**config.mk**
```make
export PLATFORM = sky130hd
export DESIGN_NAME = ddo_sqrt
export DESIGN_NICKNAME = d
export VERILOG_FILES = /design/src/rtl/ddo_pkg.sv /design/src/rtl/ddo_sqrt.sv
export SDC_FILE = /design/constraint.sdc
export NUM_CORES = 1
export LEC_CHECK = 0
export ABC_CLOCK_PERIOD_IN_PS = 3600
export BUFFER_PORTS_ARGS = -buffer_cell sky130_fd_sc_hd__clkbuf_2
export CORE_MARGIN = 2
export CORE_UTILIZATION = 55
export DETAILED_ROUTE_END_ITERATION = 10
export PLACE_DENSITY = 0.75
export SLEW_MARGIN = 10
export SYNTH_ARGS = -nofsm -noshare
export SYNTH_HDL_FRONTEND = slang
export SYNTH_SLANG_ARGS = --single-unit
```
**constraint.sdc**
```tcl
create_clock -name aclk -period 3.6 [get_ports aclk]
set_clock_uncertainty 0.1 [all_clocks]
set_input_delay 0.18 -clock aclk [delete_from_list [all_inputs] [get_ports aclk]]
set_output_delay 0.18 -clock aclk [all_outputs]
set_load 0.03 [all_outputs]
```
**src/rtl/ddo_pkg.sv**
```systemverilog
package ddo_pkg;

    localparam int CFG_IDX_W = 1;
    localparam int CFG_DATA_W = 24;

    localparam logic [CFG_IDX_W-1:0] REG_WHEEL_TRACK    = 1'b0;
    localparam logic [CFG_IDX_W-1:0] REG_DIST_PER_COUNT = 1'b1;

    localparam logic [22:0] TRACK_RESET = 23'd1553203;
    localparam logic [23:0] DPC_RESET   = 24'd1450850;

    localparam logic signed [31:0] PI_Q      = 32'sd1686629713;
    localparam logic signed [33:0] PI_Q34    = 34'sd1686629713;
    localparam logic signed [33:0] TWO_PI_Q  = 34'sd3373259426;
    localparam logic signed [33:0] HALF_PI_Q = 34'sd843314857;
    localparam logic signed [33:0] CORDIC_GAIN = 34'sd326016437;
    localparam logic [31:0] ONE_Q29 = 32'd536870912;

    localparam logic signed [39:0] POS_MAX = 40'sh7F_FFFF_FFFF;
    localparam logic signed [39:0] POS_MIN = 40'sh80_0000_0000;

    typedef enum logic [4:0] {
        S_IDLE, S_MUL_L, S_MUL_R, S_TRV_R, S_DIFF, S_ANG, S_DIVA,
        S_CH_GO, S_CH_WAIT, S_CN_GO, S_CN_WAIT,
        S_RX_GO, S_RX_WAIT, S_RY_GO, S_RY_WAIT,
        S_MX_LO, S_MX_HI, S_MY_LO, S_MY_HI, S_MY_ACC, S_DY,
        S_ABS, S_SQ_X, S_SQ_Y, S_SQ_SUM, S_SQRT_WAIT, S_OUT
    } ddo_state_t;

    typedef struct packed {
        logic        done;
        logic        ovf;
        logic [31:0] quo;
    } ddo_div_res_t;

    typedef struct packed {
        logic               done;
        logic signed [33:0] cos_v;
        logic signed [33:0] sin_v;
    } ddo_cordic_res_t;

    typedef struct packed {
        logic        done;
        logic [31:0] root;
    } ddo_sqrt_res_t;

    function automatic logic signed [33:0] atan_q29(input logic [4:0] i);
        logic signed [33:0] r;
        unique case (i)
            5'd0:  r = 34'sd421657428;
            5'd1:  r = 34'sd248918914;
            5'd2:  r = 34'sd131521918;
            5'd3:  r = 34'sd66762579;
            5'd4:  r = 34'sd33510843;
            5'd5:  r = 34'sd16771758;
            5'd6:  r = 34'sd8387925;
            5'd7:  r = 34'sd4194219;
            5'd8:  r = 34'sd2097141;
            5'd9:  r = 34'sd1048575;
            5'd30: r = 34'sd0;
            5'd31: r = 34'sd0;
            default: r = 34'sd1 <<< (5'd29 - i);
        endcase
        return r;
    endfunction

endpackage

```
**src/rtl/ddo_sqrt.sv**
```systemverilog
module ddo_sqrt (
    input  logic                  aclk,
    input  logic                  aresetn,
    input  logic                  start,
    input  logic [63:0]           rad,
    output ddo_pkg::ddo_sqrt_res_t res
);
    import ddo_pkg::*;

    logic [33:0] rem_reg;
    logic [63:0] src_reg;
    logic [31:0] root_reg;
    logic [4:0]  cnt_reg;
    logic        busy_reg;
    logic        done_reg;
    logic [35:0] r2;
    logic [35:0] trial;
    logic        fits;

    assign r2    = {rem_reg, src_reg[63:62]};
    assign trial = {2'b00, root_reg, 2'b01};
    assign fits  = r2 >= trial;

    always_ff @(posedge aclk) begin
        if (!aresetn) begin
            busy_reg <= 1'b0;
            done_reg <= 1'b0;
            cnt_reg  <= '0;
        end else begin
            done_reg <= 1'b0;
            if (start) begin
                busy_reg <= 1'b1;
                cnt_reg  <= '0;
            end else if (busy_reg) begin
                cnt_reg <= cnt_reg + 5'd1;
                if (cnt_reg == 5'd31) begin
                    busy_reg <= 1'b0;
                    done_reg <= 1'b1;
                end
            end
        end
    end

    // one root bit a cycle from two radicand bits
    always_ff @(posedge aclk) begin
        if (start) begin
            rem_reg  <= '0;
            src_reg  <= rad;
            root_reg <= '0;
        end else if (busy_reg) begin
            rem_reg  <= fits ? 34'(r2 - trial) : r2[33:0];
            src_reg  <= {src_reg[61:0], 2'b00};
            root_reg <= {root_reg[30:0], fits};
        end
    end

    assign res.done = done_reg;
    assign res.root = root_reg;
endmodule

```
==> results of run 1 <==
cells in the mapped netlist, drive strengths merged, types with 16 or more instances:
master	count
a211oi	20
a21oi	39
clkbuf	33
dfxtp	73
edfxtp	64
ha	36
inv	43
mux2	62
mux2i	48
nand2	54
nor2	93
o21ai	16
xnor2	18
metal layers:
metal	global-route usage	part of all wire
met5	0	0
met4	0.0941	0.021
met3	0.0688	0.049
met2	0.449	0.51
met1	0.295	0.42
final cells by class:
cell class	instances	area (um2)	area share
inverters	43	161	0.0171
clock inverters	12	113	0.0119
clock buffers	20	459	0.0486
multi-input cells	529	3870	0.410
well taps	176	220	0.0233
repair buffers	173	1240	0.131
flip-flops and latches	137	3390	0.358
timing repair:
item	4_1_cts	5_1_grt
hold endpoints to repair	65	0
hold buffers	65	0
gates resized for setup	0	0
power breakdown:
| part | switching, mW | internal [mW] |
|---|---|---|
| logic | 1.78 | 1.37 |
| clock network | 0.692 | 1.00 |
| registers | 0.121 | 1.84 |
| total | 2.59 | 4.21 |
cell families after synthesis:
family	after synthesis	synth area share
fa+ha+maj	36	0.0592
flops	137	0.445
buf+inv	86	0.0475
compound gates	150	0.140
simple gates	204	0.120
mux	110	0.155
xor+xnor	29	0.0334
placed cells by master (no fill, tap or decap), types with 4 or more instances in the layout:
cell type	Yosys	final
buf_4	3	8
nor2_1	93	93
inv_1	43	43
a31oi_1	5	5
a21o_1	13	13
dfxtp_1	73	72
a21oi_1	38	38
o31ai_1	4	4
clkbuf_16	0	18
edfxtp_1	64	64
and2_1	4	4
inv_6	0	4
nand2_1	54	54
nor3_1	5	5
xor2_1	11	11
a211oi_1	18	18
nand4_1	11	11
ha_1	36	36
nand3_1	5	5
nand2b_1	7	7
o21ai_1	4	4
nand3b_1	4	4
o21a_1	6	6
mux2i_1	48	48
xnor2_1	18	18
mux2_2	62	62
dlygate4sd3_1	0	65
clkbuf_2	0	99
or3_1	4	4
a311oi_1	13	13
o21bai_1	7	7
o21ai_0	12	12
through the flow:
step / setup slack (ns) / instances
4_1_cts: 0.472 / 1090
5_1_grt: 0.294 / 1090
6_report: 0.434 / 1090
3_3_place_gp: 0.628 / 993
2_1_floorplan: 0.667 / 752
3_5_place_dp: 0.480 / 993
path summary, 6_finish.rpt:
check,cells past startpoint,slack (ns),to,from
max,12,0.43,rem_reg[33],root_reg[0]
min,3,0.24,root_reg[3],start
max reg2reg,12,0.43,rem_reg[33],root_reg[0]
min reg2reg,2,0.39,rem_reg[33],rem_reg[33]
tightest hold or removal path: stages:
cell and delay, ns:
buf_4 0.13, buf_12 0.25, nor2_1 0.15
==> results by group, run 1 <==
Status
  • Run status: completed

STA
  • Max Fclk: 316 MHz
  • Fin. max-slew vios: 0
  • Final setup viols: 0
  • Hold WS: 0.243 ns
  • Minimum clock period: 3.17 ns
  • Setup TNS: 0 ns
  • Final period util: 0.879
  • Slew margin rel.: 0.492
  • Worst Tran Pin Value: 0.762 ns
  • RSZ-0062 raised after global routing: no
  • Final Hold Fails: 0

Worst setup path
  • Buf/Inv on CP: 2
  • Worst endpoint data arrival time: 3.42 ns
  • Required time of the worst setup path: 3.85 ns
  • Critical-path top delay cell: dfxtp_1
  • Crit Path Max Fanout: 37
  • Setup Crit Path Kind: reg2reg
  • Critical path endpoint category: flop
  • Family with the most delay on the worst path: compound AO/OA/AOI/OAI gates
  • Largest stage delay, worst path: 0.39 ns
  • Crit-path cells: inv_1 -> ha_1 -> nor2b_1 -> o21bai_1 -> a31oi_1 -> o21ai_1 -> a31oi_2 -> o41a_1 -> buf_12 -> a31o_1 -> a211o_1 -> a21oi_1
  • CP Launch Type: flop

Final layout
  • Share of cells above drive strength 1: 0.236
  • Final core occ: 0.708
  • Area grow syn2layout: 24.3%
  • Fillers: 942
  • Max reg flops: 64
  • ANT cells: 0
  • Final net count: 1,004
  • Finished Cell Area: 9450 um2

Clock tree
  • CTS root buffer: clkbuf_16
  • Setup repair bufs after CTS: 0
  • CTS Sinks: 137
  • TritonCTS clock tree: yes
  • Clock Pin Slew Worst Setup and Hold Paths: 0.06 ns
  • CTS Buf Count: 17
  • CTS Buffer Depth: 2
  • Clk_lat worst skew: 0.42 ns
  • H-tree lvl count: 4

Logic synthesis
  • EDFF count, synth: 64
  • Yosys top cell area share: 0.253
  • Yosys Warn Count: 0
  • Sequential fraction of the synthesis area: 0.445
  • Mapped cell area: 7610 um2
  • Main flop type after synthesis: dfxtp_1
  • Unique masters post-synth: 65
  • Async SR Flop Fraction: 0
  • Area leader, netlist: edfxtp_1
  • Number of synthesized register bits: 137
  • Mapped Cells: 752
  • Syn nets: 855
  • Top post-synthesis cells by area: edfxtp_1, dfxtp_1, mux2_2, mux2i_1, ha_1
  • Mean area per synthesized cell: 10.1 um2

Power and ir drop
  • Total power: 6.80 mW
  • Worst VDD drop: 0.000553 V
  • Power Density: 719 nW/um2
  • Leak pwr: 3.92 nW

Worst hold path
  • Worst hold path class: in2reg

Floorplanning
  • Initial Utilization: 0.570
  • Core area: 13,300 um2
  • Die W: 122 um
  • Full die area: 14,800 um2
  • Num ports: 100
  • Die Y: 122 um
  • Number of cell rows: 42

Global routing
  • Antenna violations before repair: 0
  • Total gr overflow: 0
  • Vias in the first global route: 6,229
  • Global-route wire length before repair: 29.4 mm
  • Pin count of the biggest net entering global routing: 135
  • GRT Overall Usage: 0.254

Drt
  • Post-DR vias/cell: 5.64
  • DRC violations left: 0
  • Total iterations of the first detailed-routing run: 5
  • Initial DRC Count: 373
  • Routed wire length: 18.1 mm
  • Vias: 6,148
  • Post-DRT Antenna Nets: 0
  • DR WL/cell: 16.6 um

Place
  • Dpl cell area: 8230 um2
  • Global placer's final weighted congestion: 0.983
  • Post-DP HPWL: 11.0 mm
  • Port Buffer Count: 99

Run
  • Maxcap violations: 0
Note: power is estimated with default switching activity, not from simulation.
==> run 2, diff against run 1 <==
--- a/config.mk
+++ b/config.mk
@@ -7,10 +7,12 @@
 export LEC_CHECK = 0
 export ABC_CLOCK_PERIOD_IN_PS = 3600
 export BUFFER_PORTS_ARGS = -buffer_cell sky130_fd_sc_hd__clkbuf_2
+export CELL_PAD_IN_SITES_DETAIL_PLACEMENT = 2
+export CELL_PAD_IN_SITES_GLOBAL_PLACEMENT = 2
 export CORE_MARGIN = 2
-export CORE_UTILIZATION = 55
+export CORE_UTILIZATION = 37
 export DETAILED_ROUTE_END_ITERATION = 10
-export PLACE_DENSITY = 0.75
+export PLACE_DENSITY = 0.78
 export SLEW_MARGIN = 10
 export SYNTH_ARGS = -nofsm -noshare
 export SYNTH_HDL_FRONTEND = slang
==> run 2 against run 1 <==
Net effect: critical path type unchanged; sequential power barely moved; non-clock buffer count grew 1; utilization fell by 23 points; largest power group unchanged; cell area grew 1.7%; global-route usage hardly changed; sequential share of layout area is 0.59 points lower; critical endpoint unchanged; worst setup slack lost 0.19 ns; register-to-register slack lost 0.19 ns; fmax down 5.8%; clock power increased by 12%; worst hold slack improved by 0.065 ns; via count up 4.2%.
==> results by group, run 2 (synthesized netlist as in run 1, its figures left out) <==
Worst setup path
  • Critical path endpoint category: flop
  • Required time of the worst setup path: 3.87 ns
  • Largest stage delay, worst path: 0.45 ns
  • Crit Path Max Fanout: 19
  • Critical-path top delay cell: dfxtp_1
  • Setup Crit Path Kind: reg2reg
  • Crit-path cells: inv_1 -> ha_1 -> o21ai_0 -> a31oi_1 -> o21ai_1 -> a31oi_2 -> o41a_1 -> buf_4 -> a31o_1 -> a211o_1 -> a21oi_1
  • CP Launch Type: flop
  • Worst endpoint data arrival time: 3.63 ns

Drt
  • Routed wire length: 27.1 mm
  • Vias: 6,406
  • Total iterations of the first detailed-routing run: 6
  • Initial DRC Count: 222
  • Post-DR vias/cell: 5.41
  • DR WL/cell: 22.9 um
  • Post-DRT Antenna Nets: 0
  • DRC violations left: 0

Global routing
  • Pin count of the biggest net entering global routing: 79
  • Vias in the first global route: 7,233
  • Antenna violations before repair: 0
  • Total gr overflow: 0
  • GRT Overall Usage: 0.254
  • Global-route wire length before repair: 42.2 mm

Final layout
  • Most common cell after layout, fill and taps aside: clkbuf_2
  • ANT cells: 0
  • Max reg flops: 64
  • Share of cells above drive strength 1: 0.238
  • Final net count: 1,005
  • Area grow syn2layout: 26.4%
  • Layout Cells excl Fill: 1,185
  • Leading cell types in the layout, fill and taps excluded: clkbuf_2, nor2_1, dfxtp_1, dlygate4sd3_1, edfxtp_1

Clock tree
  • CTS root buffer: clkbuf_16
  • Clock Pin Slew Worst Setup and Hold Paths: 0.07 ns
  • Clk_lat worst skew: 0.46 ns
  • Setup repair bufs after CTS: 0
  • CTS Buffer Depth: 2
  • CTS Buf Count: 17
  • TritonCTS clock tree: yes
  • H-tree lvl count: 4
  • CTS Sinks: 137

STA
  • RSZ-0062 raised after global routing: no
  • Worst Tran Pin Value: 0.934 ns
  • Slew margin rel.: 0.378
  • Final setup viols: 0
  • Max Fclk: 298 MHz
  • Fin. max-slew vios: 0
  • Setup TNS: 0 ns
  • Minimum clock period: 3.36 ns
  • Final Hold Fails: 0
  • Final period util: 0.933
  • Hold WS: 0.308 ns

Floorplanning
  • Num ports: 100
  • Die Y: 147 um
  • Initial Utilization: 0.376
  • Die W: 147 um
  • Core area: 20,200 um2
  • Full die area: 21,700 um2
  • Number of cell rows: 52

Run
  • Maxcap violations: 0

Power and ir drop
  • Power Density: 755 nW/um2
  • Leak pwr: 3.94 nW
  • Worst VDD drop: 0.000494 V

Worst hold path
  • Worst hold path class: in2reg

Place
  • Global placer's final weighted congestion: 0.870
  • Post-DP HPWL: 15.2 mm
  • DP Cell Count: 1,088
  • Port Buffer Count: 99

Status
  • Run status: completed
run 2: per-stage QoR:
stage / power [mW] / area, um2 / setup WS (ns) / utilization
after floorplan: 4.38 / 7610 / 0.667 / -
after global placement: 5.04 / 8340 / 0.537 / 0.412
after detailed placement: 5.16 / 8340 / 0.356 / 0.412
after CTS: 7.13 / 9610 / 0.285 / 0.475
after global routing: 7.65 / 9610 / 0.0344 / 0.475
final: 7.26 / 9610 / 0.239 / 0.475
run 2: what timing repair did:
action,in CTS,in global routing
hold endpoints to repair,65,0
resized for setup,0,0
hold buffers,65,0
run 2: worst max-delay path, delay by kind of cell, from the launching register on:
kind,cells,cell delay (ns)
DFF,1,0.45
adders and majority gates,1,0.42
AOI/OAI and AO/OA,8,1.96
buffers and inverters,2,0.35
run 2: power by group:
group	switching, mW	total (mW)	internal (mW)	leakage (nW)
combinational	2.03	3.38	1.36	2.40
clock	0.941	1.89	0.954	0.301
sequential	0.145	1.98	1.83	1.24
run 2: final timing paths:
kind,startpoint,slack [ns],cells past startpoint,endpoint
hold / removal,start,0.31,3,root_reg[6]
setup reg to reg,root_reg[4],0.24,11,rem_reg[33]
hold reg to reg,rem_reg[15],0.41,2,rem_reg[15]
setup / recovery,root_reg[4],0.24,11,rem_reg[33]
run 2: layout make-up:
cell class | count | area, um2
clock buffers | 17 | 425
clock inverters | 15 | 191
fillers | 2096 | 10600
inverters | 43 | 161
multi-input cells | 529 | 3870
flip-flops and latches | 137 | 3390
well taps | 270 | 338
repair buffers | 174 | 1240
run 2: metal layers:
metal,up-vias,global-route usage,share of wire
met2,146,0.476,0.54
met3,57,0.0469,0.032
met4,0,0.105,0.034
met5,-,0,0
met1,3183,0.283,0.40
li1,3020,-,-
==> run 3, diff against run 2 <==
==> constraint.sdc (replaced) <==
create_clock -name aclk -period 3.6 [get_ports aclk]
set_clock_uncertainty 0.1 [all_clocks]
set_input_delay 0.36 -clock aclk [delete_from_list [all_inputs] [get_ports aclk]]
set_output_delay 0.36 -clock aclk [all_outputs]
set_load 0.03 [all_outputs]
==> run 3 against run 2 <==
Net effect: first-iteration DRC count fell by 14%; combinational power down 5%; total power is 3.9% lower; fmax rose by 2.1%; sequential power about the same; register-to-register slack improved by 0.07 ns; global-route usage fell by 4.9 points; critical path type unchanged; highest routed layer unchanged.
==> results by group, run 3 (synthesized netlist as in run 1, its figures left out) <==
Final layout
  • Reg area: 3390 um2
  • Share of cells above drive strength 1: 0.256
  • Multi-input gate area: 3870 um2
  • Final net count: 939
  • ANT cells: 0
  • Max reg flops: 64
  • Layout Cells excl Fill: 1,119
  • Area grow syn2layout: 17.7%
  • Most common cell after layout, fill and taps aside: clkbuf_2
  • Leading cell types in the layout, fill and taps excluded: clkbuf_2, nor2_1, dfxtp_1, edfxtp_1, mux2_2
  • Fillers: 2,113
  • Finished Cell Area: 8950 um2

Worst setup path
  • Setup Crit Path Kind: reg2reg
  • Crit Path Max Fanout: 19
  • Worst endpoint data arrival time: 3.53 ns
  • Required time of the worst setup path: 3.84 ns
  • Critical path endpoint category: flop
  • CP Launch Type: flop

Clock tree
  • Post-cts hold buffer count: 0
  • CTS Buf Count: 17
  • CTS Sinks: 137
  • Clock Pin Slew Worst Setup and Hold Paths: 0.07 ns
  • H-tree lvl count: 4
  • CTS root buffer: clkbuf_16
  • Setup repair bufs after CTS: 0
  • TritonCTS clock tree: yes
  • Clk_lat worst skew: 0.44 ns
  • CTS Buffer Depth: 2
  • Post-CTS Resized: 0

Floorplanning
  • Die Y: 147 um
  • Number of cell rows: 52
  • Die W: 147 um
  • Initial Utilization: 0.376
  • Full die area: 21,700 um2
  • Core area: 20,200 um2
  • Num ports: 100

Power and ir drop
  • Comb pwr share: 0.459
  • Power Density: 780 nW/um2
  • Sequential share of power: 0.282
  • Clock share of power: 0.259
  • Sw Pwr: 2.90 mW
  • Leak pwr: 3.66 nW
  • Switching Fraction: 0.416
  • Worst VDD drop: 0.000510 V
  • Internal power: 4.08 mW

Place
  • Port Buffer Count: 99
  • Post-DP HPWL: 15.4 mm
  • DP Worst Slack: 0.349 ns
  • DP Cell Count: 1,087
  • Dpl cell area: 8340 um2
  • Global placer's final weighted congestion: 0.888

Worst hold path
  • Worst hold path class: in2reg

Global routing
  • Total gr overflow: 0
  • GRT Overall Usage: 0.205
  • Vias in the first global route: 6,790
  • Global-route wire length before repair: 35.6 mm
  • Antenna violations before repair: 0
  • Pin count of the biggest net entering global routing: 67

STA
  • Setup TNS: 0 ns
  • Max Fclk: 304 MHz
  • Worst Slack Setup Final: 0.309 ns
  • RSZ-0062 raised after global routing: no
  • Fin. max-slew vios: 0
  • Minimum clock period: 3.29 ns
  • Hold WS: 0.0453 ns
  • Slew margin rel.: 0.393
  • Final Hold Fails: 0
  • Final setup viols: 0
  • Worst Tran Pin Value: 0.901 ns
  • Final period util: 0.914

Run
  • Maxcap violations: 0

Status
  • Run status: completed

Drt
  • DR WL/cell: 19.1 um
  • DRC violations left: 0
  • Initial DRC Count: 191
  • Post-DRT Antenna Nets: 0
  • Vias: 5,971
  • Total iterations of the first detailed-routing run: 4
  • Routed wire length: 21.4 mm
  • Post-DR vias/cell: 5.34
[run 3: cell types whose count changed in the layout (fill, tap and decap cells not counted)]
cell / delta
clkinv_4: -1
dlygate4sd3_1: -65
inv_6: +3
buf_4: -1
inv_12: +1
inv_8: -2
clkinv_8: -1
[run 3: power by group through the flow]
| stage | Clock, mW | Combinational [mW] | Sequential (mW) |
|---|---|---|---|
| after CTS | 1.85 | 3.20 | 1.97 |
| after floorplan | 0 | 2.43 | 1.95 |
| after global routing | 1.92 | 3.53 | 1.99 |
| after global placement | 0 | 3.03 | 1.98 |
| final | 1.81 | 3.20 | 1.97 |
| after detailed placement | 0 | 3.15 | 2.00 |
[run 3: routing by layer]
metal  vias to the layer above  global-route usage  wire length, um
met2                       110               0.375            11100
met1                      2958               0.237             8990
li1                       2880                   -                -
met3                        23              0.0537              955
met4                         0              0.0548              309
met5                         -                   0                0
[run 3: through the flow]
| step | power (mW) | utilization |
|---|---|---|
| 2_1_floorplan | 4.38 | - |
| 3_3_place_gp | 5.01 | 0.412 |
| 3_5_place_dp | 5.15 | 0.412 |
| 4_1_cts | 7.02 | 0.442 |
| 5_1_grt | 7.45 | 0.442 |
| 6_report | 6.98 | 0.442 |
[run 3: final cells by class]
cell class                 count  area share
multi-input combinational    529       0.433
timing repair buffer         108      0.0646
sequential                   137       0.378
tap                          270      0.0378
inverter                      43      0.0180
clock buffer                  17      0.0475
clock inverter                15      0.0208
[run 3: critical path, stage by stage (launching register included)]
cell,delay (ns)
dfxtp_1,0.39
inv_1,0.06
ha_1,0.34
nor2b_1,0.18
o21bai_1,0.26
a31oi_1,0.19
o21ai_1,0.26
a31oi_2,0.17
o41a_1,0.35
buf_4,0.23
a31o_1,0.20
a211o_1,0.30
a21oi_1,0.16
[run 3: worst paths after layout]
kind	start	to	slack, ns	depth (start not counted)
max	root_reg[0]	rem_reg[33]	0.31	12
min	aresetn	busy_reg	0.05	2
max reg2reg	root_reg[0]	rem_reg[33]	0.31	12
min reg2reg	rem_reg[33]	rem_reg[33]	0.40	2
