[config.mk]
export PLATFORM = sky130hd
export DESIGN_NAME = ddo_divider
export DESIGN_NICKNAME = d
export VERILOG_FILES = /design/src/rtl/ddo_pkg.sv /design/src/rtl/ddo_divider.sv
export SDC_FILE = /design/constraint.sdc
export NUM_CORES = 1
export LEC_CHECK = 0
export BUFFER_PORTS_ARGS = -buffer_cell sky130_fd_sc_hd__buf_2
export CAP_MARGIN = 20
export CELL_PAD_IN_SITES_DETAIL_PLACEMENT = 0
export CELL_PAD_IN_SITES_GLOBAL_PLACEMENT = 2
export CORE_MARGIN = 2
export CORE_UTILIZATION = 31
export DETAILED_ROUTE_END_ITERATION = 6
export PLACE_DENSITY_LB_ADDON = 0.05
export SYNTH_ARGS = -nofsm -noshare
export SYNTH_HDL_FRONTEND = slang
export SYNTH_SLANG_ARGS = --single-unit
export TNS_END_PERCENT = 100
[constraint.sdc]
create_clock -name aclk -period 9.7 [get_ports aclk]
set_clock_uncertainty 0.2 [all_clocks]
set_input_delay 2.91 -clock aclk [delete_from_list [all_inputs] [get_ports aclk]]
set_output_delay 2.91 -clock aclk [all_outputs]
set_load 0.02 [all_outputs]
[src/rtl/ddo_pkg.sv]
package ddo_pkg;

    localparam int CFG_IDX_W = 1;
    localparam int CFG_DATA_W = 24;

    localparam logic [CFG_IDX_W-1:0] REG_WHEEL_TRACK    = 1'b0;
    localparam logic [CFG_IDX_W-1:0] REG_DIST_PER_COUNT = 1'b1;

    localparam logic [22:0] TRACK_RESET = 23'd1553203;
    localparam logic [23:0] DPC_RESET   = 24'd1450850;

    localparam logic signed [31:0] PI_Q      = 32'sd1686629713;
    localparam logic signed [33:0] PI_Q34    = 34'sd1686629713;
    localparam logic signed [33:0] TWO_PI_Q  = 34'sd3373259426;
    localparam logic signed [33:0] HALF_PI_Q = 34'sd843314857;
    localparam logic signed [33:0] CORDIC_GAIN = 34'sd326016437;
    localparam logic [31:0] ONE_Q29 = 32'd536870912;

    localparam logic signed [39:0] POS_MAX = 40'sh7F_FFFF_FFFF;
    localparam logic signed [39:0] POS_MIN = 40'sh80_0000_0000;

    typedef enum logic [4:0] {
        S_IDLE, S_MUL_L, S_MUL_R, S_TRV_R, S_DIFF, S_ANG, S_DIVA,
        S_CH_GO, S_CH_WAIT, S_CN_GO, S_CN_WAIT,
        S_RX_GO, S_RX_WAIT, S_RY_GO, S_RY_WAIT,
        S_MX_LO, S_MX_HI, S_MY_LO, S_MY_HI, S_MY_ACC, S_DY,
        S_ABS, S_SQ_X, S_SQ_Y, S_SQ_SUM, S_SQRT_WAIT, S_OUT
    } ddo_state_t;

    typedef struct packed {
        logic        done;
        logic        ovf;
        logic [31:0] quo;
    } ddo_div_res_t;

    typedef struct packed {
        logic               done;
        logic signed [33:0] cos_v;
        logic signed [33:0] sin_v;
    } ddo_cordic_res_t;

    typedef struct packed {
        logic        done;
        logic [31:0] root;
    } ddo_sqrt_res_t;

    function automatic logic signed [33:0] atan_q29(input logic [4:0] i);
        logic signed [33:0] r;
        unique case (i)
            5'd0:  r = 34'sd421657428;
            5'd1:  r = 34'sd248918914;
            5'd2:  r = 34'sd131521918;
            5'd3:  r = 34'sd66762579;
            5'd4:  r = 34'sd33510843;
            5'd5:  r = 34'sd16771758;
            5'd6:  r = 34'sd8387925;
            5'd7:  r = 34'sd4194219;
            5'd8:  r = 34'sd2097141;
            5'd9:  r = 34'sd1048575;
            5'd30: r = 34'sd0;
            5'd31: r = 34'sd0;
            default: r = 34'sd1 <<< (5'd29 - i);
        endcase
        return r;
    endfunction

endpackage

[src/rtl/ddo_divider.sv]
module ddo_divider (
    input  logic                 aclk,
    input  logic                 aresetn,
    input  logic                 start,
    input  logic [63:0]          num,
    input  logic [31:0]          den,
    output ddo_pkg::ddo_div_res_t res
);
    import ddo_pkg::*;

    logic [31:0] rem_reg;
    logic [31:0] lo_reg;
    logic [31:0] quo_reg;
    logic [31:0] den_reg;
    logic [4:0]  cnt_reg;
    logic        busy_reg;
    logic        done_reg;
    logic        ovf_reg;
    logic [32:0] trial;
    logic        fits;

    assign trial = {rem_reg, lo_reg[31]};
    assign fits  = trial >= {1'b0, den_reg};

    always_ff @(posedge aclk) begin
        if (!aresetn) begin
            busy_reg <= 1'b0;
            done_reg <= 1'b0;
            cnt_reg  <= '0;
        end else begin
            done_reg <= 1'b0;
            if (start) begin
                busy_reg <= 1'b1;
                cnt_reg  <= '0;
            end else if (busy_reg) begin
                cnt_reg <= cnt_reg + 5'd1;
                if (cnt_reg == 5'd31) begin
                    busy_reg <= 1'b0;
                    done_reg <= 1'b1;
                end
            end
        end
    end

    // one quotient bit a cycle, restoring
    always_ff @(posedge aclk) begin
        if (start) begin
            rem_reg <= num[63:32];
            lo_reg  <= num[31:0];
            den_reg <= den;
            ovf_reg <= num[63:32] >= den;
        end else if (busy_reg) begin
            rem_reg <= fits ? 32'(trial - {1'b0, den_reg}) : trial[31:0];
            lo_reg  <= {lo_reg[30:0], 1'b0};
            quo_reg <= {quo_reg[30:0], fits};
        end
    end

    assign res.done = done_reg;
    assign res.ovf  = ovf_reg;
    assign res.quo  = quo_reg;
endmodule

==> qor.log, run 1 <==
[run_status] outcome finished, final reports clean
[timing] hold violation count in the final report 0
[logic_synthesis] EDFF count, synth 129
[worst_setup_path] signal arrival time at the worst endpoint 5.07 ns
[clock_tree] clk slew on worst S/H paths 0.07 ns
[job] max-cap viol count 0
[logic_synthesis] Synth top area share 48.3%
[timing] highest achievable clock rate 0.196 GHz
[floorplan] area inside the core boundary 25,300 sq um
[clock_tree] cts repair resizes 0
[finish] number of nets in the finished design 995
[clock_tree] post-CTS setup buffer count 0
[finish] area of all sequential standard cells 4010 sq um
[placement] placer congestion estimate 0.787
[grt] Overall Global Routing Usage 15.8%
[route] 1st-iter DRT viols 327
[worst_setup_path] Critical Path Fanout Max 2
[clock_tree] Post-CTS Hold Buffers 0
[worst_setup_path] Setup crit start num[32]
[placement] Post-Place Cell Area 9020 sq um
[worst_setup_path] cell with the biggest individual delay on the critical path sky130_fd_sc_hd__a211oi_1
[hold_path] Min-Delay Path Class reg -> reg
[pwr] internal power of the cells 0.00139 W
[floorplan] area of the die 27,200 sq um
[pwr] VDD IR max 97.1 uV
[floorplan] ports placed on the boundary 133
[timing] RSZ-0062 raised after global routing false
[timing] tightest slew margin relative to the limit 27.8%
[worst_setup_path] Critical Path Max Stage Delay 0.47 ns
[worst_setup_path] logic depth of the worst setup path including buffers 11
[logic_synthesis] leading area contributor after synthesis sky130_fd_sc_hd__edfxtp_1
[logic_synthesis] adder-cell area share of the yosys netlist 10.6%
[finish] Post-Layout Inst Area 9600 sq um
[logic_synthesis] simple logic cell fraction of the synthesized area 10.3%
[placement] Detailed Place HPWL 14,700 um
[placement] I/O Buffers 132
[pwr] proportion of power drawn by combinational gates 34.5%
[finish] Fillers 2,560
[clock_tree] maximum level of the CTS H-tree 4
[route] Avg WL per Cell 17.7 um
[finish] P&R area growth vs syn 19.8%
[timing] setup TNS after final layout 0 ns
[route] via density per instance 4.97
[timing] final critical-path share of the clock period 52.6%
[worst_setup_path] Largest delay share family, worst path compound AO/OA/AOI/OAI gates
[clock_tree] number of clock buffers inserted by TritonCTS 17
[hold_path] worst hold path cell count 0
[pwr] switching share of power 36.1%
[floorplan] initial cell density of the core 31.7%
[floorplan] number of rows created at floorplan 58
[grt] first-pass GRT wire length 33,100 um
[pwr] sequential cell fraction of total power 35.6%
[worst_setup_path] Crit path buffers/inverters 2
[route] Detailed Route WL 20,800 um
[grt] number of antenna violations at the first check in global routing 1
[logic_synthesis] share of flip-flops with an asynchronous set or reset after synthesis 0%
[timing] time the final worst path needs with I/O delays and setup 5.10 ns
[logic_synthesis] number of instances in the synthesized netlist 702
[pwr] net load switching power 0.000788 W
[floorplan] die extent in x 165 um
[logic_synthesis] Synth Area in XOR/XNOR 3.17%
[logic_synthesis] leading register cell type out of synthesis sky130_fd_sc_hd__edfxtp_1
[timing] slew of the pin with the lowest slew margin 1.08 ns
[grt] final global-route overflow total 0
[worst_setup_path] Worst setup SP type primary input
[grt] pin count of the biggest net entering global routing 75
[pwr] Static Leak 4.00 nW
[finish] area of the multi-input gates 3620 sq um
[logic_synthesis] synthesized-area fraction occupied by ao, oa, aoi and oai cells 16.3%
[logic_synthesis] Synth Net Count 868
[worst_setup_path] critical-path cell list buf_2 > inv_1 > ha_1 > nand2b_1 > a21o_1 > a21o_1 > a211oi_1 > o21ai_0 > a211oi_1 > o31ai_1 > a21o_1
[logic_synthesis] sequential-to-total area share from yosys stat 50.1%
[logic_synthesis] post-synthesis instance area 8010 sq um
[finish] diode count 0
[logic_synthesis] average cell area after synthesis 11.4 sq um
[pwr] power density over the cells 227 nW/um^2
[logic_synthesis] warning count from the yosys run 0
[logic_synthesis] number of library cell types mapped by synthesis 63
[clock_tree] insertion delay to the later sink of the worst-skew pair 0.43 ns
[worst_setup_path] required time reported for the critical path endpoint 9.67 ns
[logic_synthesis] mux cell area share after synthesis 4.61%
[logic_synthesis] synthesized flop and latch total 136
[grt] via count of the first global-routing pass 6,111
[clock_tree] count of clock tree sinks 136
[floorplan] Vert. Die Dim 165 um
[clock_tree] CTS tree yes
[timing] count of endpoints failing setup in the final report 0
[logic_synthesis] largest cells by area after synthesis sky130_fd_sc_hd__edfxtp_1 (48%), sky130_fd_sc_hd__ha_1 (10%), sky130_fd_sc_hd__mux2_2 (4.4%), sky130_fd_sc_hd__inv_1 (3.3%), sky130_fd_sc_hd__a21oi_1 (2.3%)
[clock_tree] Max clock buf depth 2
[route] count of unresolved DRC violations after routing 0
[worst_setup_path] critical setup path kind in -> reg
[route] TritonRoute pass-1 iters 4
[clock_tree] buffer cell driving the clock tree root sky130_fd_sc_hd__clkbuf_16
[route] routed vias 5,825
[logic_synthesis] main combinational cell family by area after synthesis compound AO/OA/AOI/OAI gates
[finish] fraction of final layout cells with drive strength greater than 1 27.1%
[timing] final count of pins violating max slew 0
[route] count of nets left with antenna violations after detail routing 0
[pwr] relative contribution of the clock network to total power 29.9%
[worst_setup_path] Worst setup EP type register
[hold_path] launch point of the worst hold path quo_reg[25]$_DFFE_PP_
[worst_setup_path] reg-to-reg critical path startpoint rem_reg[0]$_DFFE_PP_
[worst_setup_path] cell occurring most often along the worst timing path sky130_fd_sc_hd__a21o_1
[worst_setup_path] length in cells of the worst reg-to-reg path 9
cell families after synthesis:
kind of cell / after synthesis
compound gates: 177
simple gates: 159
flops: 136
buf+inv: 101
fa+ha+maj: 67
mux: 33
xor+xnor: 29
layer usage:
layer	global-route usage (%)	share of wire (%)
met4	4.35	1.0
met2	26.0	47
met3	3.54	4.6
met5	0	0
met1	21.0	48
final timing paths:
kind                      endpoint  slack (ns)
max              ovf_reg$_DFFE_PP_        4.60
min          quo_reg[26]$_DFFE_PP_        0.25
max reg2reg  rem_reg[23]$_DFFE_PP_        5.76
min reg2reg  quo_reg[26]$_DFFE_PP_        0.25
layout by cell type, fill, tap and decap left out, drive strengths merged, types with 2 or more instances in the layout:
cell | netlist | routed
o211ai | 3 | 3
o21ai | 31 | 31
nor3 | 8 | 8
o31ai | 15 | 15
o21ba | 2 | 2
clkbuf | 22 | 18
a311oi | 3 | 3
a211oi | 4 | 4
or2 | 2 | 2
dfxtp | 7 | 7
or3 | 2 | 2
nand3 | 17 | 17
nor4 | 2 | 2
inv | 72 | 83
o21a | 12 | 12
xnor2 | 20 | 20
clkinv | 0 | 3
a311o | 2 | 2
a21oi | 37 | 37
nor2 | 38 | 38
buf | 7 | 137
mux2i | 2 | 2
mux2 | 31 | 31
o311ai | 11 | 11
nor2b | 8 | 8
a41oi | 8 | 8
and3 | 3 | 3
edfxtp | 129 | 129
nand2b | 3 | 3
o21bai | 3 | 3
a21o | 20 | 20
ha | 66 | 66
a2111oi | 2 | 2
nand4 | 21 | 21
xor2 | 9 | 9
a31oi | 15 | 15
and2 | 11 | 11
nand2 | 42 | 42
synth_stat cells (14+ instances only):
master,n
sky130_fd_sc_hd__edfxtp_1,129
sky130_fd_sc_hd__inv_1,71
sky130_fd_sc_hd__ha_1,66
sky130_fd_sc_hd__nand2_1,42
sky130_fd_sc_hd__a21oi_1,37
sky130_fd_sc_hd__nor2_1,37
sky130_fd_sc_hd__mux2_2,31
sky130_fd_sc_hd__clkbuf_1,22
sky130_fd_sc_hd__nand4_1,21
sky130_fd_sc_hd__a21o_1,20
sky130_fd_sc_hd__xnor2_1,20
sky130_fd_sc_hd__nand3_1,17
sky130_fd_sc_hd__o21ai_1,16
sky130_fd_sc_hd__o21ai_0,15
sky130_fd_sc_hd__a31oi_1,14
power groups by stage:
stage | Sequential [W] | Clock [W] | Combinational, W
finish | 0.000778 | 0.000653 | 0.000752
global route | 0.000787 | 0.000695 | 0.000843
global placement | 0.000789 | 0 | 0.000764
detailed placement | 0.000788 | 0 | 0.000759
CTS | 0.000778 | 0.000674 | 0.000763
floorplan | 0.000782 | 0 | 0.000564
worst reg2reg max path: stages (launching register included):
cell	delay (ns)
sky130_fd_sc_hd__edfxtp_1	0.44
sky130_fd_sc_hd__ha_1	0.34
sky130_fd_sc_hd__nor2b_1	0.27
sky130_fd_sc_hd__o21bai_4	0.10
sky130_fd_sc_hd__a31oi_4	0.31
sky130_fd_sc_hd__a211oi_4	0.15
sky130_fd_sc_hd__nor4_4	0.38
sky130_fd_sc_hd__o21ba_1	0.81
sky130_fd_sc_hd__nor2_8	0.26
sky130_fd_sc_hd__a311o_1	0.43
cell type report:
class                   count  share of cell area, %
clock buffers              18                   4.69
clock inverters            14                   1.32
inverters                  72                   2.82
multi-input cells         465                   37.8
flip-flops and latches    136                   41.8
well taps                 330                   4.30
repair buffers            137                   7.30
per-stage QoR:
step / hold slack, ns / worst slack, ns / utilization [%] / std cells / power [W]
finish: 0.248 / 4.60 / 38.0 / 1172 / 0.00218
global placement: 0.230 / 4.21 / 35.7 / 1140 / 0.00155
CTS: 0.248 / 4.50 / 38.0 / 1172 / 0.00222
global route: 0.259 / 4.40 / 38.0 / 1172 / 0.00232
detailed placement: 0.232 / 4.05 / 35.7 / 1140 / 0.00155
floorplan: 0.267 / 4.33 / - / 702 / 0.00135
(Power assumes the default switching activity.)
==> inputs of run 2 (changes only) <==
--- a/config.mk
+++ b/config.mk
@@ -5,6 +5,7 @@
 export SDC_FILE = /design/constraint.sdc
 export NUM_CORES = 1
 export LEC_CHECK = 0
+export ABC_AREA = 1
 export BUFFER_PORTS_ARGS = -buffer_cell sky130_fd_sc_hd__buf_2
 export CAP_MARGIN = 20
 export CELL_PAD_IN_SITES_DETAIL_PLACEMENT = 0
==> constraint.sdc (replaced) <==
create_clock -name aclk -period 5.3 [get_ports aclk]
set_clock_uncertainty 0.2 [all_clocks]
set_input_delay 1.59 -clock aclk [delete_from_list [all_inputs] [get_ports aclk]]
set_output_delay 1.59 -clock aclk [all_outputs]
set_load 0.02 [all_outputs]
==> qor.log, run 2 <==
[run_status] outcome finished, final reports clean
[timing] hold violation count in the final report 0
[worst_setup_path] Worst setup SP type primary input
[grt] pin count of the biggest net entering global routing 70
[worst_setup_path] critical-path cell list buf_2 > inv_1 > ha_1 > nand2_1 > inv_1 > nand3_1 > inv_1 > nand2_1 > nor4_1 > nand4_1 > nand3_1
[timing] highest achievable clock rate 0.296 GHz
[logic_synthesis] EDFF count, synth 129
[logic_synthesis] average cell area after synthesis 7.77 sq um
[hold_path] Min-Delay Path Class reg -> reg
[pwr] switching share of power 37.0%
[clock_tree] number of clock buffers inserted by TritonCTS 17
[timing] RSZ-0062 raised after global routing false
[clock_tree] Post-CTS Hold Buffers 0
[finish] number of nets in the finished design 1,461
[logic_synthesis] number of instances in the synthesized netlist 1,164
[timing] count of endpoints failing setup in the final report 0
[job] max-cap viol count 0
[floorplan] number of rows created at floorplan 62
[timing] tightest slew margin relative to the limit 34.4%
[logic_synthesis] synth cell count leaders sky130_fd_sc_hd__nand2_1 (451), sky130_fd_sc_hd__inv_1 (212), sky130_fd_sc_hd__edfxtp_1 (129)
[clock_tree] CTS tree yes
[clock_tree] count of clock tree sinks 136
[timing] final critical-path share of the clock period 63.8%
[logic_synthesis] Synth Net Count 1,330
[finish] highest-count cells in the layout ignoring fill and taps sky130_fd_sc_hd__nand2_1 (451), sky130_fd_sc_hd__inv_1 (210), sky130_fd_sc_hd__buf_2 (131)
[worst_setup_path] Crit path buffers/inverters 4
[pwr] VDD IR max 227 uV
[placement] Post-Place Cell Area 10,100 sq um
[timing] time the final worst path needs with I/O delays and setup 3.38 ns
[finish] fraction of final layout cells with drive strength greater than 1 15.4%
[worst_setup_path] Critical Path Max Stage Delay 0.75 ns
[pwr] internal power of the cells 0.00248 W
[worst_setup_path] required time reported for the critical path endpoint 5.40 ns
[route] Detailed Route WL 25,600 um
[worst_setup_path] signal arrival time at the worst endpoint 3.48 ns
[pwr] proportion of power drawn by combinational gates 33.8%
[timing] final count of pins violating max slew 0
[route] Avg WL per Cell 15.1 um
[logic_synthesis] number of library cell types mapped by synthesis 40
[logic_synthesis] warning count from the yosys run 0
[logic_synthesis] cell with the most instances after synthesis sky130_fd_sc_hd__nand2_1
[pwr] relative contribution of the clock network to total power 31.4%
[placement] Detailed Place HPWL 19,900 um
[pwr] Static Leak 5.51 nW
[pwr] net load switching power 0.00146 W
[placement] placer congestion estimate 0.812
[timing] setup TNS after final layout 0 ns
[timing] slew of the pin with the lowest slew margin 0.975 ns
[route] routed vias 7,489
[logic_synthesis] leading area contributor after synthesis sky130_fd_sc_hd__edfxtp_1
[clock_tree] cts repair resizes 0
[clock_tree] maximum level of the CTS H-tree 4
[logic_synthesis] leading register cell type out of synthesis sky130_fd_sc_hd__edfxtp_1
[logic_synthesis] share of flip-flops with an asynchronous set or reset after synthesis 0%
[floorplan] area of the die 30,600 sq um
[clock_tree] Max clock buf depth 2
[floorplan] ports placed on the boundary 133
[route] TritonRoute pass-1 iters 4
[finish] area of the multi-input gates 4060 sq um
[worst_setup_path] critical setup path kind in -> reg
[grt] final global-route overflow total 0
[finish] P&R area growth vs syn 18.4%
[pwr] sequential cell fraction of total power 34.8%
[floorplan] Vert. Die Dim 175 um
[logic_synthesis] largest cells by area after synthesis sky130_fd_sc_hd__edfxtp_1 (43%), sky130_fd_sc_hd__nand2_1 (19%), sky130_fd_sc_hd__ha_1 (9.1%), sky130_fd_sc_hd__inv_1 (8.8%), sky130_fd_sc_hd__nand3_1 (4.0%)
[finish] Post-Layout Inst Area 10,700 sq um
[worst_setup_path] cell occurring most often along the worst timing path sky130_fd_sc_hd__inv_1
[floorplan] area inside the core boundary 28,700 sq um
[finish] most frequent standard cell in the layout excluding fill and tap cells sky130_fd_sc_hd__nand2_1
[pwr] power density over the cells 368 nW/um^2
[worst_setup_path] cell with the biggest individual delay on the critical path sky130_fd_sc_hd__nor4_1
[logic_synthesis] sequential-to-total area share from yosys stat 44.4%
[logic_synthesis] post-synthesis instance area 9040 sq um
[logic_synthesis] Synth top area share 42.8%
[route] count of nets left with antenna violations after detail routing 0
[pwr] Final Power 0.00394 W
[grt] first-pass GRT wire length 41,100 um
[placement] I/O Buffers 132
[floorplan] initial cell density of the core 31.5%
[clock_tree] clk slew on worst S/H paths 0.07 ns
[finish] Fillers 3,144
[logic_synthesis] synthesized flop and latch total 136
[clock_tree] post-CTS setup buffer count 0
[route] 1st-iter DRT viols 327
[clock_tree] insertion delay to the later sink of the worst-skew pair 0.44 ns
[worst_setup_path] Critical Path Fanout Max 3
[route] count of unresolved DRC violations after routing 0
[clock_tree] buffer cell driving the clock tree root sky130_fd_sc_hd__clkbuf_16
[grt] Overall Global Routing Usage 17.4%
[worst_setup_path] Worst setup EP type register
[finish] area of all sequential standard cells 4010 sq um
[worst_setup_path] Largest delay share family, worst path simple AND/OR/NAND/NOR gates
[grt] number of antenna violations at the first check in global routing 1
[grt] via count of the first global-routing pass 7,532
[floorplan] die extent in x 175 um
[route] via density per instance 4.42
==> run 2: routing by layer <==
layer	routed length, um	part of all wire (%)	up-vias	track usage, %
met5	0	0	-	0
met4	333	1.3	0	4.51
met3	881	3.4	14	3.94
met2	10900	43	97	26.1
met1	13500	53	3428	25.4
li1	-	-	3950	-
==> run 2: final timing paths <==
check	slack [ns]	to	start	cells past startpoint
max	1.92	ovf_reg$_DFFE_PP_	den[31]	11
min	0.24	quo_reg[13]$_DFFE_PP_	quo_reg[12]$_DFFE_PP_	0
max reg2reg	2.19	rem_reg[25]$_DFFE_PP_	rem_reg[24]$_DFFE_PP_	10
min reg2reg	0.24	quo_reg[13]$_DFFE_PP_	quo_reg[12]$_DFFE_PP_	0
==> run 2: stage by stage <==
step / cells / setup WS [ns] / hold WS, ns / utilization [%]
3_3_place_gp: 1659 / 1.29 / 0.223 / 35.1
5_1_grt: 1692 / 1.69 / 0.248 / 37.3
3_5_place_dp: 1659 / 1.36 / 0.227 / 35.1
2_1_floorplan: 1164 / 1.51 / 0.245 / -
6_report: 1693 / 1.92 / 0.237 / 37.3
4_1_cts: 1691 / 1.83 / 0.243 / 37.2
==> run 2: worst register-to-register path, stage by stage, from the launching register on <==
cell and delay [ns]:
sky130_fd_sc_hd__edfxtp_1 0.40, sky130_fd_sc_hd__ha_1 0.44, sky130_fd_sc_hd__nand2_1 0.19, sky130_fd_sc_hd__nor2_1 0.17, sky130_fd_sc_hd__nand2_1 0.12, sky130_fd_sc_hd__nor2_1 0.21
sky130_fd_sc_hd__nand2_4 0.35, sky130_fd_sc_hd__nand2_8 0.39, sky130_fd_sc_hd__nand3_1 0.24, sky130_fd_sc_hd__nand2_1 0.12, sky130_fd_sc_hd__nand2_1 0.05
==> run 2: cells by family (layout without fill, tap and decap cells) <==
group           Yosys count  count (layout)  synth area share, %
compound gates           51              51                 3.13
xor+xnor                 13              13                 1.26
fa+ha+maj                67              67                 9.35
simple gates            652             652                 31.1
other cells               0               1                    0
flops                   136             136                 44.4
buf+inv                 245             389                 10.8
==> run 2: layout make-up <==
type / instances / area share [%]
Timing Repair Buffer: 137 / 6.85
Inverter: 220 / 7.71
Sequential cell: 136 / 37.5
Multi-Input combinational cell: 783 / 37.9
Clock inverter: 14 / 1.57
Clock buffer: 18 / 4.01
Antenna cell: 1 / 0.0234
Tap cell: 384 / 4.49
==> run 2: power by group through the flow <==
stage	logic, W	clock network [W]	registers [W]
finish	0.00133	0.00124	0.00137
floorplan	0.000954	0	0.00139
global placement	0.00136	0	0.00139
CTS	0.00135	0.00128	0.00137
detailed placement	0.00135	0	0.00139
global route	0.00154	0.00132	0.00138
==> inputs of run 3 (changes only) <==
==> constraint.sdc (replaced) <==
create_clock -name aclk -period 3.32 [get_ports aclk]
set_clock_uncertainty 0.2 [all_clocks]
set_input_delay 0.996 -clock aclk [delete_from_list [all_inputs] [get_ports aclk]]
set_output_delay 0.996 -clock aclk [all_outputs]
set_load 0.02 [all_outputs]
==> qor.log, run 3 (synthesis gave the netlist of run 2 again) <==
[grt] pin count of the biggest net entering global routing 65
[grt] final global-route overflow total 0
[route] via density per instance 4.43
[route] Detailed Route WL 25,900 um
[placement] I/O Buffers 132
[clock_tree] number of clock buffers inserted by TritonCTS 17
[timing] count of endpoints failing setup in the final report 0
[finish] P&R area growth vs syn 19.4%
[worst_setup_path] Critical Path Fanout Max 22
[clock_tree] Post-CTS Hold Buffers 0
[timing] final critical-path share of the clock period 82.2%
[worst_setup_path] critical-path cell list ha_1 > nand2_1 > nand2_1 > inv_1 > nand2_1 > inv_1 > nand3_2 > nand2_1 > nand2_2 > nand2_4 > buf_4 > nand3_1 > nand3_1 > o21ai_0
[timing] slew of the pin with the lowest slew margin 0.639 ns
[finish] Post-Layout Inst Area 10,800 sq um
[placement] Post-Place Cell Area 10,200 sq um
[grt] via count of the first global-routing pass 7,671
[timing] highest achievable clock rate 0.366 GHz
[pwr] power density over the cells 585 nW/um^2
[timing] final count of pins violating max slew 0
[grt] peak-usage layer in the global routing report met2
[timing] time the final worst path needs with I/O delays and setup 2.73 ns
[route] count of nets left with antenna violations after detail routing 0
[finish] most frequent standard cell in the layout excluding fill and tap cells sky130_fd_sc_hd__nand2_1
[floorplan] ports placed on the boundary 133
[floorplan] number of rows created at floorplan 62
[pwr] internal power of the cells 0.00397 W
[grt] met3 Usage GRT 3.52%
[job] max-cap viol count 0
[clock_tree] CTS tree yes
[floorplan] area of the die 30,600 sq um
[floorplan] area inside the core boundary 28,700 sq um
[placement] placer congestion estimate 0.850
[finish] highest-count cells in the layout ignoring fill and taps sky130_fd_sc_hd__nand2_1 (451), sky130_fd_sc_hd__inv_1 (210), sky130_fd_sc_hd__buf_2 (132)
[pwr] VDD IR max 310 uV
[pwr] proportion of power drawn by combinational gates 34.8%
[clock_tree] insertion delay to the later sink of the worst-skew pair 0.43 ns
[grt] Overall Global Routing Usage 17.7%
[finish] fraction of final layout cells with drive strength greater than 1 16.1%
[timing] worst hold margin 0.236 ns
[grt] met1 GRT Util 26.0%
[pwr] net load switching power 0.00235 W
[worst_setup_path] cell occurring most often along the worst timing path sky130_fd_sc_hd__nand2_1
[worst_setup_path] critical setup path kind reg -> reg
[clock_tree] count of clock tree sinks 136
[timing] RSZ-0062 raised after global routing false
[clock_tree] cts repair resizes 0
[route] count of unresolved DRC violations after routing 0
[route] routed vias 7,541
[grt] first-pass GRT wire length 41,600 um
[pwr] sequential cell fraction of total power 34.5%
[route] 1st-iter DRT viols 357
[clock_tree] buffer cell driving the clock tree root sky130_fd_sc_hd__clkbuf_16
[worst_setup_path] signal arrival time at the worst endpoint 2.68 ns
[route] TritonRoute pass-1 iters 5
[placement] Detailed Place HPWL 20,600 um
[timing] hold violation count in the final report 0
[clock_tree] maximum level of the CTS H-tree 4
[worst_setup_path] Worst setup SP type register
[timing] tightest slew margin relative to the limit 57.3%
[clock_tree] Max clock buf depth 2
[worst_setup_path] Critical Path Max Stage Delay 0.41 ns
[floorplan] initial cell density of the core 31.5%
[worst_setup_path] required time reported for the critical path endpoint 3.27 ns
[pwr] switching share of power 37.2%
[floorplan] Vert. Die Dim 175 um
[pwr] relative contribution of the clock network to total power 30.7%
[run_status] outcome finished, final reports clean
[finish] number of nets in the finished design 1,472
[worst_setup_path] Worst setup EP type register
[finish] Fillers 3,107
[route] Avg WL per Cell 15.2 um
[grt] fraction of met2 tracks used by global routing 26.8%
[worst_setup_path] cell with the biggest individual delay on the critical path sky130_fd_sc_hd__ha_1
[pwr] Static Leak 5.57 nW
[hold_path] Min-Delay Path Class reg -> reg
[clock_tree] post-CTS setup buffer count 0
[grt] number of antenna violations at the first check in global routing 1
[floorplan] die extent in x 175 um
[clock_tree] clk slew on worst S/H paths 0.07 ns
## run 3: cell types whose count changed in the layout (fill, tap and decap cells not counted), moves of 2 or more
cell	before	now
sky130_fd_sc_hd__buf_4	4	12
sky130_fd_sc_hd__buf_12	1	4
sky130_fd_sc_hd__bufinv_16	2	0
sky130_fd_sc_hd__clkbuf_16	17	19
sky130_fd_sc_hd__clkinv_4	4	2
sky130_fd_sc_hd__inv_6	3	5
## run 3: cell type report
class	instances	area, sq um	share of cell area (%)
multi-input cells	783	4060	37.6
flip-flops and latches	136	4010	37.2
inverters	220	826	7.65
diodes	1	2.50	0.0232
well taps	384	480	4.45
clock inverters	11	98.8	0.915
clock buffers	21	493	4.56
repair buffers	148	831	7.69
## run 3: metrics by stage
stage / setup slack [ns] / cells / TNS (ns) / total power (W) / util, %
finish: 0.591 / 1704 / 0 / 0.00632 / 37.6
global route: 0.307 / 1703 / 0 / 0.00682 / 37.6
global placement: -0.113 / 1670 / -0.113 / 0.00446 / 35.5
CTS: 0.555 / 1703 / 0 / 0.00642 / 37.6
floorplan: 0.124 / 1164 / 0 / 0.00374 / -
detailed placement: 0.258 / 1671 / 0 / 0.00444 / 35.6
## run 3: per-layer routing
metal | vias to the layer above | share of wire, %
li1 | 3975 | -
met1 | 3456 | 53
met2 | 102 | 42
met3 | 8 | 3.8
met4 | 0 | 0.70
met5 | - | 0
## run 3: path summary, 6_finish.rpt
path	from	endpoint	slack, ns	cells past startpoint
hold reg to reg	quo_reg[19]$_DFFE_PP_	quo_reg[20]$_DFFE_PP_	0.24	0
setup reg to reg	rem_reg[7]$_DFFE_PP_	rem_reg[0]$_DFFE_PP_	0.59	14
setup / recovery	rem_reg[7]$_DFFE_PP_	rem_reg[0]$_DFFE_PP_	0.59	14
hold / removal	quo_reg[19]$_DFFE_PP_	quo_reg[20]$_DFFE_PP_	0.24	0
## run 3: critical path: cells and delay by family (launching register included)
family                     cells  cell delay (ns)
DFF                            1             0.40
AOI/OAI and AO/OA              1             0.08
adders and majority gates      1             0.41
buffers and inverters          3             0.45
and+or+nand+nor                9             0.88
## run 3: power groups by stage
stage                     sequential, W  clock, W  combinational (W)
final                           0.00218   0.00194            0.00220
after floorplan                 0.00222         0            0.00152
after global placement          0.00222         0            0.00224
after global routing            0.00221   0.00208            0.00253
after CTS                       0.00218   0.00200            0.00223
after detailed placement        0.00222         0            0.00222
